File: config.mk
export PLATFORM = sky130hd
export DESIGN_NAME = chained_xor_add_header_cipher_flat
export DESIGN_NICKNAME = d
export VERILOG_FILES = /design/src/rtl/cxahc_pkg.sv /design/src/rtl/cxahc_req_if.sv /design/src/rtl/cxahc_rsp_if.sv /design/src/rtl/cxahc_mod.sv /design/src/rtl/chained_xor_add_header_cipher.sv /design/src/flat_wrapper.sv
export SDC_FILE = /design/constraint.sdc
export NUM_CORES = 1
export LEC_CHECK = 0
export BUFFER_PORTS_ARGS = -buffer_cell sky130_fd_sc_hd__clkbuf_2
export CAP_MARGIN = 40
export CORE_MARGIN = 1
export CORE_UTILIZATION = 42
export CTS_CLUSTER_SIZE = 16
export DETAILED_ROUTE_END_ITERATION = 16
export SLEW_MARGIN = 10
export SYNTH_ARGS = -nofsm -noshare
export SYNTH_HDL_FRONTEND = slang
export SYNTH_SLANG_ARGS = --single-unit
export TNS_END_PERCENT = 50
File: constraint.sdc
create_clock -name clock -period 2.3 [get_ports clock]
set_input_delay 0.23 -clock clock [delete_from_list [all_inputs] [get_ports clock]]
set_output_delay 0.23 -clock clock [all_outputs]
set_load 0.005 [all_outputs]
File: src/rtl/cxahc_pkg.sv
// Shared types and constants for the chained XOR/add header cipher.
// No dependencies; every other file in rtl/ imports this package.
package cxahc_pkg;

   localparam int BYTE_W      = 8;
   localparam int FUNC_W      = 2;
   localparam int INDEX_W     = 6;
   localparam int KEY_LEN_W   = 6;
   localparam int CSR_INDEX_W = 3;
   localparam int CSR_DATA_W  = 64;

   // Function select codes carried on the request channel
   localparam logic [FUNC_W-1:0] FUNC_INIT    = 2'd0;
   localparam logic [FUNC_W-1:0] FUNC_ENCRYPT = 2'd1;
   localparam logic [FUNC_W-1:0] FUNC_DECRYPT = 2'd2;

   // Register map: key words sit at 0..4, key length follows
   localparam logic [CSR_INDEX_W-1:0] CSR_KEY_LENGTH = 3'd5;

   localparam logic [KEY_LEN_W-1:0] KEY_LENGTH_RESET = 6'd40;

   typedef logic [BYTE_W-1:0]  byte_type;
   typedef logic [INDEX_W-1:0] index_type;

   typedef enum logic [2:0] {
      ST_IDLE,
      ST_MOD,
      ST_KEY,
      ST_CALC,
      ST_RESP
   } state_type;

   // Remainder unit control and status
   typedef struct packed {
      logic      start;
      index_type dividend;
      index_type divisor;
   } mod_req_type;

   typedef struct packed {
      logic      done;
      index_type remainder;
   } mod_rsp_type;

endpackage

File: src/rtl/cxahc_req_if.sv
// Request channel interface: valid/ready plus one header byte and its controls.
// Depends on cxahc_pkg.
interface cxahc_req_if;
   import cxahc_pkg::*;

   logic              valid;
   logic              ready;
   logic [FUNC_W-1:0] func;
   byte_type          data_in;
   logic              length_ok;

   modport source (output valid, func, data_in, length_ok, input ready);
   modport sink   (input valid, func, data_in, length_ok, output ready);
endinterface

File: src/rtl/cxahc_rsp_if.sv
// Response channel interface: valid/ready plus the transformed byte.
// Depends on cxahc_pkg.
interface cxahc_rsp_if;
   import cxahc_pkg::*;

   logic     valid;
   logic     ready;
   byte_type data_out;
   logic     processed;

   modport source (output valid, data_out, processed, input ready);
   modport sink   (input valid, data_out, processed, output ready);
endinterface

File: src/rtl/cxahc_mod.sv
// Bit-serial restoring remainder unit: dividend mod divisor, one bit per cycle.
// Depends on cxahc_pkg.
module cxahc_mod (
   input  logic                  clock,
   input  logic                  reset,
   input  cxahc_pkg::mod_req_type req_i,
   output cxahc_pkg::mod_rsp_type rsp_o
);
   import cxahc_pkg::*;

   localparam int CNT_W = $clog2(INDEX_W + 1);

   logic [CNT_W-1:0] cnt_ff, cnt_in;
   logic             done_ff, done_in;
   index_type        num_ff, num_in;
   index_type        div_ff, div_in;
   index_type        rem_ff, rem_in;
   logic [INDEX_W:0] trial;
   logic [INDEX_W:0] diff;

   always_comb begin
      trial   = {rem_ff, num_ff[INDEX_W-1]};
      diff    = trial - {1'b0, div_ff};
      cnt_in  = cnt_ff;
      num_in  = num_ff;
      div_in  = div_ff;
      rem_in  = rem_ff;
      done_in = 1'b0;
      if (req_i.start) begin
         cnt_in = CNT_W'(INDEX_W);
         num_in = req_i.dividend;
         div_in = req_i.divisor;
         rem_in = '0;
      end else if (cnt_ff != '0) begin
         cnt_in  = cnt_ff - 1'b1;
         num_in  = num_ff << 1;
         // partial remainder stays below the divisor, so it fits INDEX_W bits
         rem_in  = (trial >= {1'b0, div_ff}) ? diff[INDEX_W-1:0] : trial[INDEX_W-1:0];
         done_in = (cnt_ff == CNT_W'(1));
      end
   end

   always_ff @(posedge clock) begin
      if (reset) begin
         cnt_ff  <= '0;
         done_ff <= 1'b0;
      end else begin
         cnt_ff  <= cnt_in;
         done_ff <= done_in;
      end
      num_ff <= num_in;
      div_ff <= div_in;
      rem_ff <= rem_in;
   end

   assign rsp_o.done      = done_ff;
   assign rsp_o.remainder = rem_ff;

endmodule

File: src/rtl/chained_xor_add_header_cipher.sv
// Top level of the chained XOR/add header cipher: sequencer, key store, chain state.
// Depends on cxahc_pkg, cxahc_req_if, cxahc_rsp_if and cxahc_mod.
//
//   channel   | direction | handshake          | word contents
//   ----------+-----------+--------------------+--------------------------------
//   req_port  | in        | valid/ready        | func, data_in, length_ok
//   rsp_port  | out       | valid/ready        | data_out, processed
//   csr_*     | in        | csr_we, no wait    | csr_index, csr_wdata
//
// Sequence: an encrypt or decrypt word that is processed passes from accept
// through idle, the bit-serial remainder unit (one index bit per step, then its
// done flag), the key store read, the byte math, and the response presented.
// Init and pass-through words go from idle straight to the response.
// One word is in flight at a time; req_port.ready is low until the response is taken.
// Synchronous active-high reset clears key, key length (to 40), chain state and
// the initialized flag. A stalled response simply holds in its output register.
module chained_xor_add_header_cipher #(
   parameter int MAX_KEY_BYTES = 40
) (
   input  logic                                 clock,
   input  logic                                 reset,
   cxahc_req_if.sink                            req_port,
   cxahc_rsp_if.source                          rsp_port,
   input  logic                                 csr_we,
   input  logic [cxahc_pkg::CSR_INDEX_W-1:0]    csr_index,
   input  logic [cxahc_pkg::CSR_DATA_W-1:0]     csr_wdata
);
   import cxahc_pkg::*;

   // key words actually backed by storage
   localparam int NUM_WORDS = (MAX_KEY_BYTES + 7) / 8;
   localparam int WSEL_W    = (NUM_WORDS > 1) ? $clog2(NUM_WORDS) : 1;
   localparam logic [KEY_LEN_W-1:0] MAX_LEN = KEY_LEN_W'(MAX_KEY_BYTES);

   state_type        state_ff, state_in;

   // architectural chain state
   logic             ready_flag_ff;
   index_type        send_index_ff;
   byte_type         send_last_ff;
   index_type        recv_index_ff;
   byte_type         recv_last_ff;

   // configuration
   logic [CSR_DATA_W-1:0] key_mem_ff [NUM_WORDS];
   logic [KEY_LEN_W-1:0]  key_len_ff;

   // per-word working registers
   logic [FUNC_W-1:0] func_ff;
   byte_type          data_ff;
   index_type         rem_ff;
   byte_type          key_byte_ff;
   byte_type          out_data_ff;
   logic              out_proc_ff;

   logic              accept;
   logic              work;
   logic [KEY_LEN_W-1:0] eff_len;
   byte_type          calc_byte;
   mod_req_type       mod_req;
   mod_rsp_type       mod_rsp;

   cxahc_mod u_mod (
      .clock (clock),
      .reset (reset),
      .req_i (mod_req),
      .rsp_o (mod_rsp)
   );

   // length 0 acts as 1, anything past the store acts as its size
   always_comb begin
      if (key_len_ff == '0)
         eff_len = KEY_LEN_W'(1);
      else if (key_len_ff > MAX_LEN)
         eff_len = MAX_LEN;
      else
         eff_len = key_len_ff;
   end

   assign accept = req_port.valid && req_port.ready;
   // a word is transformed only when initialized, long enough, and enc/dec
   assign work   = ((req_port.func == FUNC_ENCRYPT) || (req_port.func == FUNC_DECRYPT))
                   && ready_flag_ff && req_port.length_ok;

   // encrypt: (d ^ k) + last ; decrypt: (d - last) ^ k
   always_comb begin
      if (func_ff == FUNC_ENCRYPT)
         calc_byte = (data_ff ^ key_byte_ff) + send_last_ff;
      else
         calc_byte = (data_ff - recv_last_ff) ^ key_byte_ff;
   end

   // next state
   always_comb begin
      state_in = state_ff;
      unique case (state_ff)
         ST_IDLE: begin
            if (accept)
               state_in = work ? ST_MOD : ST_RESP;
         end
         ST_MOD: begin
            if (mod_rsp.done)
               state_in = ST_KEY;
         end
         ST_KEY:  state_in = ST_CALC;
         ST_CALC: state_in = ST_RESP;
         ST_RESP: begin
            if (rsp_port.ready)
               state_in = ST_IDLE;
         end
         default: state_in = ST_IDLE;
      endcase
   end

   // outputs
   always_comb begin
      req_port.ready     = (state_ff == ST_IDLE);
      rsp_port.valid     = (state_ff == ST_RESP);
      rsp_port.data_out  = out_data_ff;
      rsp_port.processed = out_proc_ff;
      mod_req.start      = accept && work;
      mod_req.dividend   = (req_port.func == FUNC_ENCRYPT) ? send_index_ff : recv_index_ff;
      mod_req.divisor    = eff_len;
   end

   // control and architectural state
   always_ff @(posedge clock) begin
      if (reset) begin
         state_ff      <= ST_IDLE;
         ready_flag_ff <= 1'b0;
         send_index_ff <= '0;
         send_last_ff  <= '0;
         recv_index_ff <= '0;
         recv_last_ff  <= '0;
         key_len_ff    <= KEY_LENGTH_RESET;
         for (int i = 0; i < NUM_WORDS; i++)
            key_mem_ff[i] <= '0;
      end else begin
         state_ff <= state_in;

         if (csr_we) begin
            if (csr_index < CSR_INDEX_W'(NUM_WORDS))
               key_mem_ff[WSEL_W'(csr_index)] <= csr_wdata;
            else if (csr_index == CSR_KEY_LENGTH)
               key_len_ff <= csr_wdata[KEY_LEN_W-1:0];
         end

         if (accept && (req_port.func == FUNC_INIT)) begin
            ready_flag_ff <= 1'b1;
            send_index_ff <= '0;
            send_last_ff  <= '0;
            recv_index_ff <= '0;
            recv_last_ff  <= '0;
         end

         if (state_ff == ST_CALC) begin
            // remainder < effective key length, so +1 never wraps the index
            if (func_ff == FUNC_ENCRYPT) begin
               send_index_ff <= rem_ff + 1'b1;
               send_last_ff  <= calc_byte;
            end else begin
               recv_index_ff <= rem_ff + 1'b1;
               recv_last_ff  <= data_ff;
            end
         end
      end
   end

   // datapath registers, no reset needed
   always_ff @(posedge clock) begin
      if (accept) begin
         func_ff     <= req_port.func;
         data_ff     <= req_port.data_in;
         out_data_ff <= req_port.data_in;
         out_proc_ff <= 1'b0;
      end
      if ((state_ff == ST_MOD) && mod_rsp.done)
         rem_ff <= mod_rsp.remainder;
      // registered key store read: word = idx/8, byte lane = idx%8
      if (state_ff == ST_KEY)
         key_byte_ff <= key_mem_ff[WSEL_W'(rem_ff[INDEX_W-1:3])][{rem_ff[2:0], 3'b000} +: BYTE_W];
      if (state_ff == ST_CALC) begin
         out_data_ff <= calc_byte;
         out_proc_ff <= 1'b1;
      end
   end

endmodule
File: src/flat_wrapper.sv
// flat-port wrapper written by rule: the top's interface ports become plain ports
module chained_xor_add_header_cipher_flat import cxahc_pkg::*;
#(
   parameter int MAX_KEY_BYTES = 40
)
  (clock, reset, csr_we, csr_index, csr_wdata, req_port_valid, req_port_func, req_port_data_in, req_port_length_ok, req_port_ready, rsp_port_valid, rsp_port_data_out, rsp_port_processed, rsp_port_ready);
  cxahc_req_if req_port_i ();
  cxahc_rsp_if rsp_port_i ();
  input  logic clock;
  input  logic reset;
  input  logic csr_we;
  input  logic [cxahc_pkg::CSR_INDEX_W-1:0] csr_index;
  input  logic [cxahc_pkg::CSR_DATA_W-1:0] csr_wdata;
  input wire logic [$bits(req_port_i.valid)-1:0] req_port_valid;
  input wire logic [$bits(req_port_i.func)-1:0] req_port_func;
  input wire logic [$bits(req_port_i.data_in)-1:0] req_port_data_in;
  input wire logic [$bits(req_port_i.length_ok)-1:0] req_port_length_ok;
  output wire logic [$bits(req_port_i.ready)-1:0] req_port_ready;
  output wire logic [$bits(rsp_port_i.valid)-1:0] rsp_port_valid;
  output wire logic [$bits(rsp_port_i.data_out)-1:0] rsp_port_data_out;
  output wire logic [$bits(rsp_port_i.processed)-1:0] rsp_port_processed;
  input wire logic [$bits(rsp_port_i.ready)-1:0] rsp_port_ready;
  assign req_port_i.valid = req_port_valid;
  assign req_port_i.func = req_port_func;
  assign req_port_i.data_in = req_port_data_in;
  assign req_port_i.length_ok = req_port_length_ok;
  assign req_port_ready = req_port_i.ready;
  assign rsp_port_valid = rsp_port_i.valid;
  assign rsp_port_data_out = rsp_port_i.data_out;
  assign rsp_port_processed = rsp_port_i.processed;
  assign rsp_port_i.ready = rsp_port_ready;
  chained_xor_add_header_cipher #(.MAX_KEY_BYTES(MAX_KEY_BYTES)) u_core (.clock(clock), .reset(reset), .req_port(req_port_i), .rsp_port(rsp_port_i), .csr_we(csr_we), .csr_index(csr_index), .csr_wdata(csr_wdata));
endmodule
# --- Word-level counts from Yosys, hierarchy flattened ---
# Memory sizes are Yosys's and may differ from the RTL's. A register that Yosys moved wholly into a read port is not among the register bits.
# Index checks and enable logic that the tools add are counted.
classes:
  add_sub_neg: 5
  n_shift: 1
  mux: 37
  div: 0
  n_reduce_logical: 19
  bitwise_logic: 4
  multipliers: 0
  n_lt_le_gt_ge: 3
  eq_ne: 12
op_table:
  columns: ["op", "count"]
  rows:
  - ["8-bit two-way mux", 9]
  - ["6-bit two-way mux", 11]
  - ["64-bit two-way mux", 1]
  - ["64-bit OR reduction", 1]
  - ["64-bit by 7-bit indexed part select with 8-bit output", 1]
  - ["3-bit two-way mux", 8]
  - ["8-bit bitwise XOR", 2]
  - ["3-bit case mux with 5 select lines", 1]
  - ["8-bit adder", 1]
  - ["8-bit subtractor", 1]
  - ["7-bit by 6-bit greater-or-equal comparator with 1-bit output", 1]
  - ["1-bit two-way mux", 7]
  - ["6-bit by 1-bit adder with 6-bit output, second input constant", 1]
  - ["3-bit by 1-bit == test with 1-bit output, second input constant", 2]
  - ["3-bit by 2-bit == test with 1-bit output, second input constant", 2]
  - ["3-bit == test, second input constant", 2]
  - ["6-bit > comparator, second input constant", 1]
  - ["1-bit logical AND", 6]
  - ["6-bit zero test", 1]
  - ["3-bit AND reduction", 2]
  - ["6-bit subtractor", 1]
  - ["2-bit by 1-bit == test with 1-bit output, second input constant", 2]
  - ["2-bit inequality test, second input constant", 2]
  - ["2-bit nonzero test", 2]
  - ["11 further kinds", 13]
word_totals:
  latch_bits: 0
  mem_count: 1
  ff_bits: 93
  output_inout_bits: 11
  inputBits: 83
  elab_cells: 102
  rom_bits: 0
  mem_bits_rw: 320
mem_list:
  columns: ["name", "depth", "width", "rd", "rd_ports_with_merged_regs", "wr", "line_no", "text"]
  rows:
  - ["u_core.key_mem_ff", 5, 64, 1, 1, 5, "chained_xor_add_header_cipher.sv:45", "logic [CSR_DATA_W-1:0] key_mem_ff [NUM_WORDS];"]

# --- Depth between registers and ports, before layout ---
logic_depth:
  ltp_word: 7
  mapped_depth: 10
  ltp_nobuf: 10

# --- By module ---
# A second synthesis with hierarchy kept.
hier_totals:
  hier_cells: 1668
  hier_area_um2: 26549.2
modules_own_cells:
  columns: ["mod", "cells_each", "seq_area_each_um2", "area_per_inst_um2", "instances"]
  rows:
  - ["chained_xor_add_header_cipher", 1561, 17176.5, 25398.1, 1]
  - ["cxahc_mod", 107, 560.5, 1151.1, 1]

# --- Worst setup path after synthesis ---
# Ideal clock, no wire load.
synth_path:
  kind: "register to register"
  start: "reg u_core.data_ff[1]"
  end: "reg u_core.out_data_ff[7], in the netlist u_core.rsp_port.data_out[7], data pin"
  stages_incl_launch_ff: 9
  arrival_time_ps: 2210
  setup_ps: 261
  required_ps: 2039
  setup_slack_ps: -171
  synth_period_minus_slack_ps: 2471
  cell_sequence: "edfxtp_1 xor2_1 ha_1 a211oi_1 o21bai_1 a2111oi_0 nor3_1 nand2b_1 a221o_1"
synth_between:
  elab_chain_cells: 4
synth_rtl:
  columns: ["element", "line_no", "text"]
  rows:
  - ["start, declared", "chained_xor_add_header_cipher.sv:50", "byte_type data_ff;"]
  - ["start signal, assigned", "chained_xor_add_header_cipher.sv:173", "data_ff <= req_port.data_in;"]
  - ["8-bit subtractor or 8-bit bitwise XOR (tied branches)", "chained_xor_add_header_cipher.sv:90, chained_xor_add_header_cipher.sv:88", null]
  - ["8-bit bitwise XOR or 8-bit adder (tied branches)", "chained_xor_add_header_cipher.sv:90, chained_xor_add_header_cipher.sv:88", null]
  - ["8-bit two-way mux *", "chained_xor_add_header_cipher.sv:87", "if (func_ff == FUNC_ENCRYPT)"]
  - ["8-bit two-way mux *", "chained_xor_add_header_cipher.sv:182", "if (state_ff == ST_CALC) begin"]
  - ["end signal, assigned", "chained_xor_add_header_cipher.sv:174", "out_data_ff <= req_port.data_in;"]
  - ["end signal, assigned", "chained_xor_add_header_cipher.sv:183", "out_data_ff <= calc_byte;"]
  - ["end, declared", "chained_xor_add_header_cipher.sv:53", "byte_type out_data_ff;"]
# Every way passes the cells marked *; elsewhere a longest branch is shown, timed or not.
# A chain may end at the register's enable or synchronous reset.

==> metrics.txt <==
status complete, but fails checks; failing checks negative setup slack; layout cells sized above 1 23.6%; ys flop type edfxtp_1; Nets around 2,300; post-placement cell count around 2,800; Final setup viols 10; number of global-route vias before repair 16,000; Seq/Total Area, Yosys 67.1%; power density over the cells 787 nW/um^2; CP arrival ~2.8 ns; Area Overhead vs Synth 25.0%; Fin Clk Skew 0.0301 ns; Pleak ~12 nW; cell taking the most area after synthesis edfxtp_1; chip height 253 um; clock-pin slew on the worst setup and hold paths 0.06 ns; Reg2Reg Depth 6; core box area 61,900 um^2; total I/O pin count 94; critical path peak fanout 13; worst slew pin tran roughly 0.86 ns; Die X 253 um; Hold WC Path Type input port to register; initial core utilization 42.7%; CTS tree yes; fin area 33,100 um^2; min-delay src csr_index[1]; Yosys cell types 58; Wirelength per Cell 20.8 um; FF-to-FF setup slack -0.21 ns; via count of the routed design 15,400; GRT Resource Usage Total 20.2%; Clock Tree Buf Depth 3; Clk Latency, worst-skew pair 0.61 ns; Synth async-reset ratio 0%; DRT Wirelength roughly 63 mm; std cell rows 91; most common cell in the netlist edfxtp_1; TritonCTS Sinks 608; RSZ-0062 raised after global routing true; Tcrit/Tclk final 109%; Post-Syn Area between 20,000 and 30,000 um^2; Num CTS Buffers between 60 and 70; first-pass GRT wire length 95.5 mm; CP Launch Type register; Total Power 26.0 mW; Root Driver clkbuf_16; Max Cap Viol 0; WS Path Type register to register; Multi-input gate area between 9000 and 10,000 um^2; Mapped Avg Cell Area 15.8 um^2; # fillers 5,140; DRT Pass-1 Iters 5; Final Hold Viols 0; area post-placement 29,600 um^2; FF/Latch Area about 18,000 um^2; port bufs 93; maximum VDD drop between 500 and 600 uV; Slew Limit Fails 0; Rel. slew slack 42.5%; DP HPWL 39.1 mm; # DRC 0; H-tree depth 3; Ys Warns 0; worst hold stages 2; initial antenna violation count 5; GP Congestion 0.811; top cells by count, synth 556 x edfxtp_1, 324 x and2_1, 117 x mux4_2, 90 x nor2_1, 68 x clkbuf_1; total die area 64,000 um^2; CP required 2.63 ns; drt via density 5.06; Final Non-Filler Cells 3,049; Synth area leaders edfxtp_1 63%, mux4_2 10%, and2_1 7.7%; Util after Layout 53.4%; Worst setup EP type register; Yosys top cell area share 63.1%; Synth Register Bits between 600 and 700; post-route minimum period 2.51 ns; hold endpoint u_core.key_mem_ff[1][5]; Post-synth EDFFs 556; reg-to-reg endpoint u_core.key_byte_ff[0]; final worst slack -0.210 ns; post-place setup slack -0.624 ns; Gate Count Post-Synth 1,676; DRT iter0 DRCs roughly 1,200; Fmax achieved around 400 MHz; grt total ovfl 0; Routed Antenna Nets 0; largest net degree at the start of global routing 65
[metal layers]
| layer | GRT usage [%] | part of all wire [%] |
|---|---|---|
| met5 | 0 | 0.032 |
| met4 | 5.32 | 2.2 |
| met3 | 3.56 | 4.6 |
| met2 | 33.8 | 49 |
| met1 | 27.2 | 44 |
[sequential cells by signal, indices dropped and copies added (netlist names), named ones only]
signal / count
u_core.key_mem_ff: 512
u_core.data_ff: 8
u_core.key_byte_ff: 8
u_core.recv_last_ff: 8
u_core.rsp_port.data_out: 8
u_core.send_last_ff: 8
u_core.key_len_ff: 6
u_core.recv_index_ff: 6
u_core.rem_ff: 6
u_core.send_index_ff: 6
u_core.u_mod.div_ff: 6
u_core.u_mod.num_ff: 6
u_core.u_mod.rem_ff: 6
u_core.state_ff: 3
u_core.u_mod.cnt_ff: 3
u_core.func_ff: 2
u_core.ready_flag_ff: 1
u_core.rsp_port.processed: 1
u_core.u_mod.done_ff: 1
[worst max-delay path, stage by stage, from the launching register on]
cell and delay, ns:
dfxtp_4 0.42, buf_12 0.17, mux4_2 0.51, a22o_1 0.25
a221oi_4 0.25, o22ai_2 0.17, or3_4 0.44
[placed cells by master, fill, tap and decap left out, types with 35 or more instances in the layout]
master / instances
conb_1: 192
clkbuf_2: 93
clkbuf_16: 73
edfxtp_1: 556
dlygate4sd3_1: 77
mux4_2: 120
and2_1: 323
dfxtp_1: 49
a21oi_1: 36
nand2_1: 45
buf_12: 35
nor2_1: 88
buf_4: 104
[worst max-delay path by stage]
stage                           start                           to
floorplan           u_core.data_ff[1]  u_core.rsp_port.data_out[7]
global route                 register        u_core.key_byte_ff[4]
global placement             register        u_core.key_byte_ff[2]
detailed placement           register        u_core.key_byte_ff[2]
finish                       register        u_core.key_byte_ff[0]
CTS                          register        u_core.key_byte_ff[5]
[metrics by stage]
step                hold slack [ns]  TNS, ns
global placement              0.428    -2.76
floorplan                     0.329        0
finish                        0.134    -1.48
CTS                          0.0928    -1.65
detailed placement            0.426    -2.56
global route                  0.115    -2.20
[where the power goes]
group | total (mW) | switching [mW] | leakage (nW) | internal (mW)
clock | 10.7 | 4.35 | 1.08 | 6.38
combinational | 2.06 | 1.11 | 5.43 | 0.945
sequential | 13.2 | 0.305 | 5.77 | 12.9
total | 26.0 | 5.76 | 12.3 | 20.2
[area by class of cell]
class,instances,area share (%)
Timing Repair Buffer,316,8.47
Multi-Input combinational cell,1137,27.7
Tap cell,837,3.17
Antenna cell,4,0.0303
Inverter,26,0.295
Clock buffer,90,5.75
Sequential cell,608,53.7
Clock inverter,31,0.893
[cells by family (layout without fill, tap and decap cells)]
family	count (synthesis)	count (layout)	share of synthesized area, %
compound gates	174	174	4.41
xor+xnor	36	36	1.19
fa+ha+maj	29	29	1.46
buf+inv	122	463	2.17
flops	608	608	67.1
mux	157	157	12.1
other cells	1	196	0.0142
simple gates	549	549	11.6
[repair_timing]
action | 4_1_cts | 5_1_grt
endpoints found under the hold margin | 393 | 0
buffers inserted | 7 | 7
endpoints found under the setup margin | 12 | 17
pin swaps | 6 | 12
hold buffers | 77 | 0
gates resized for setup | 41 | 29
Note: power is estimated with default switching activity, not from simulation.
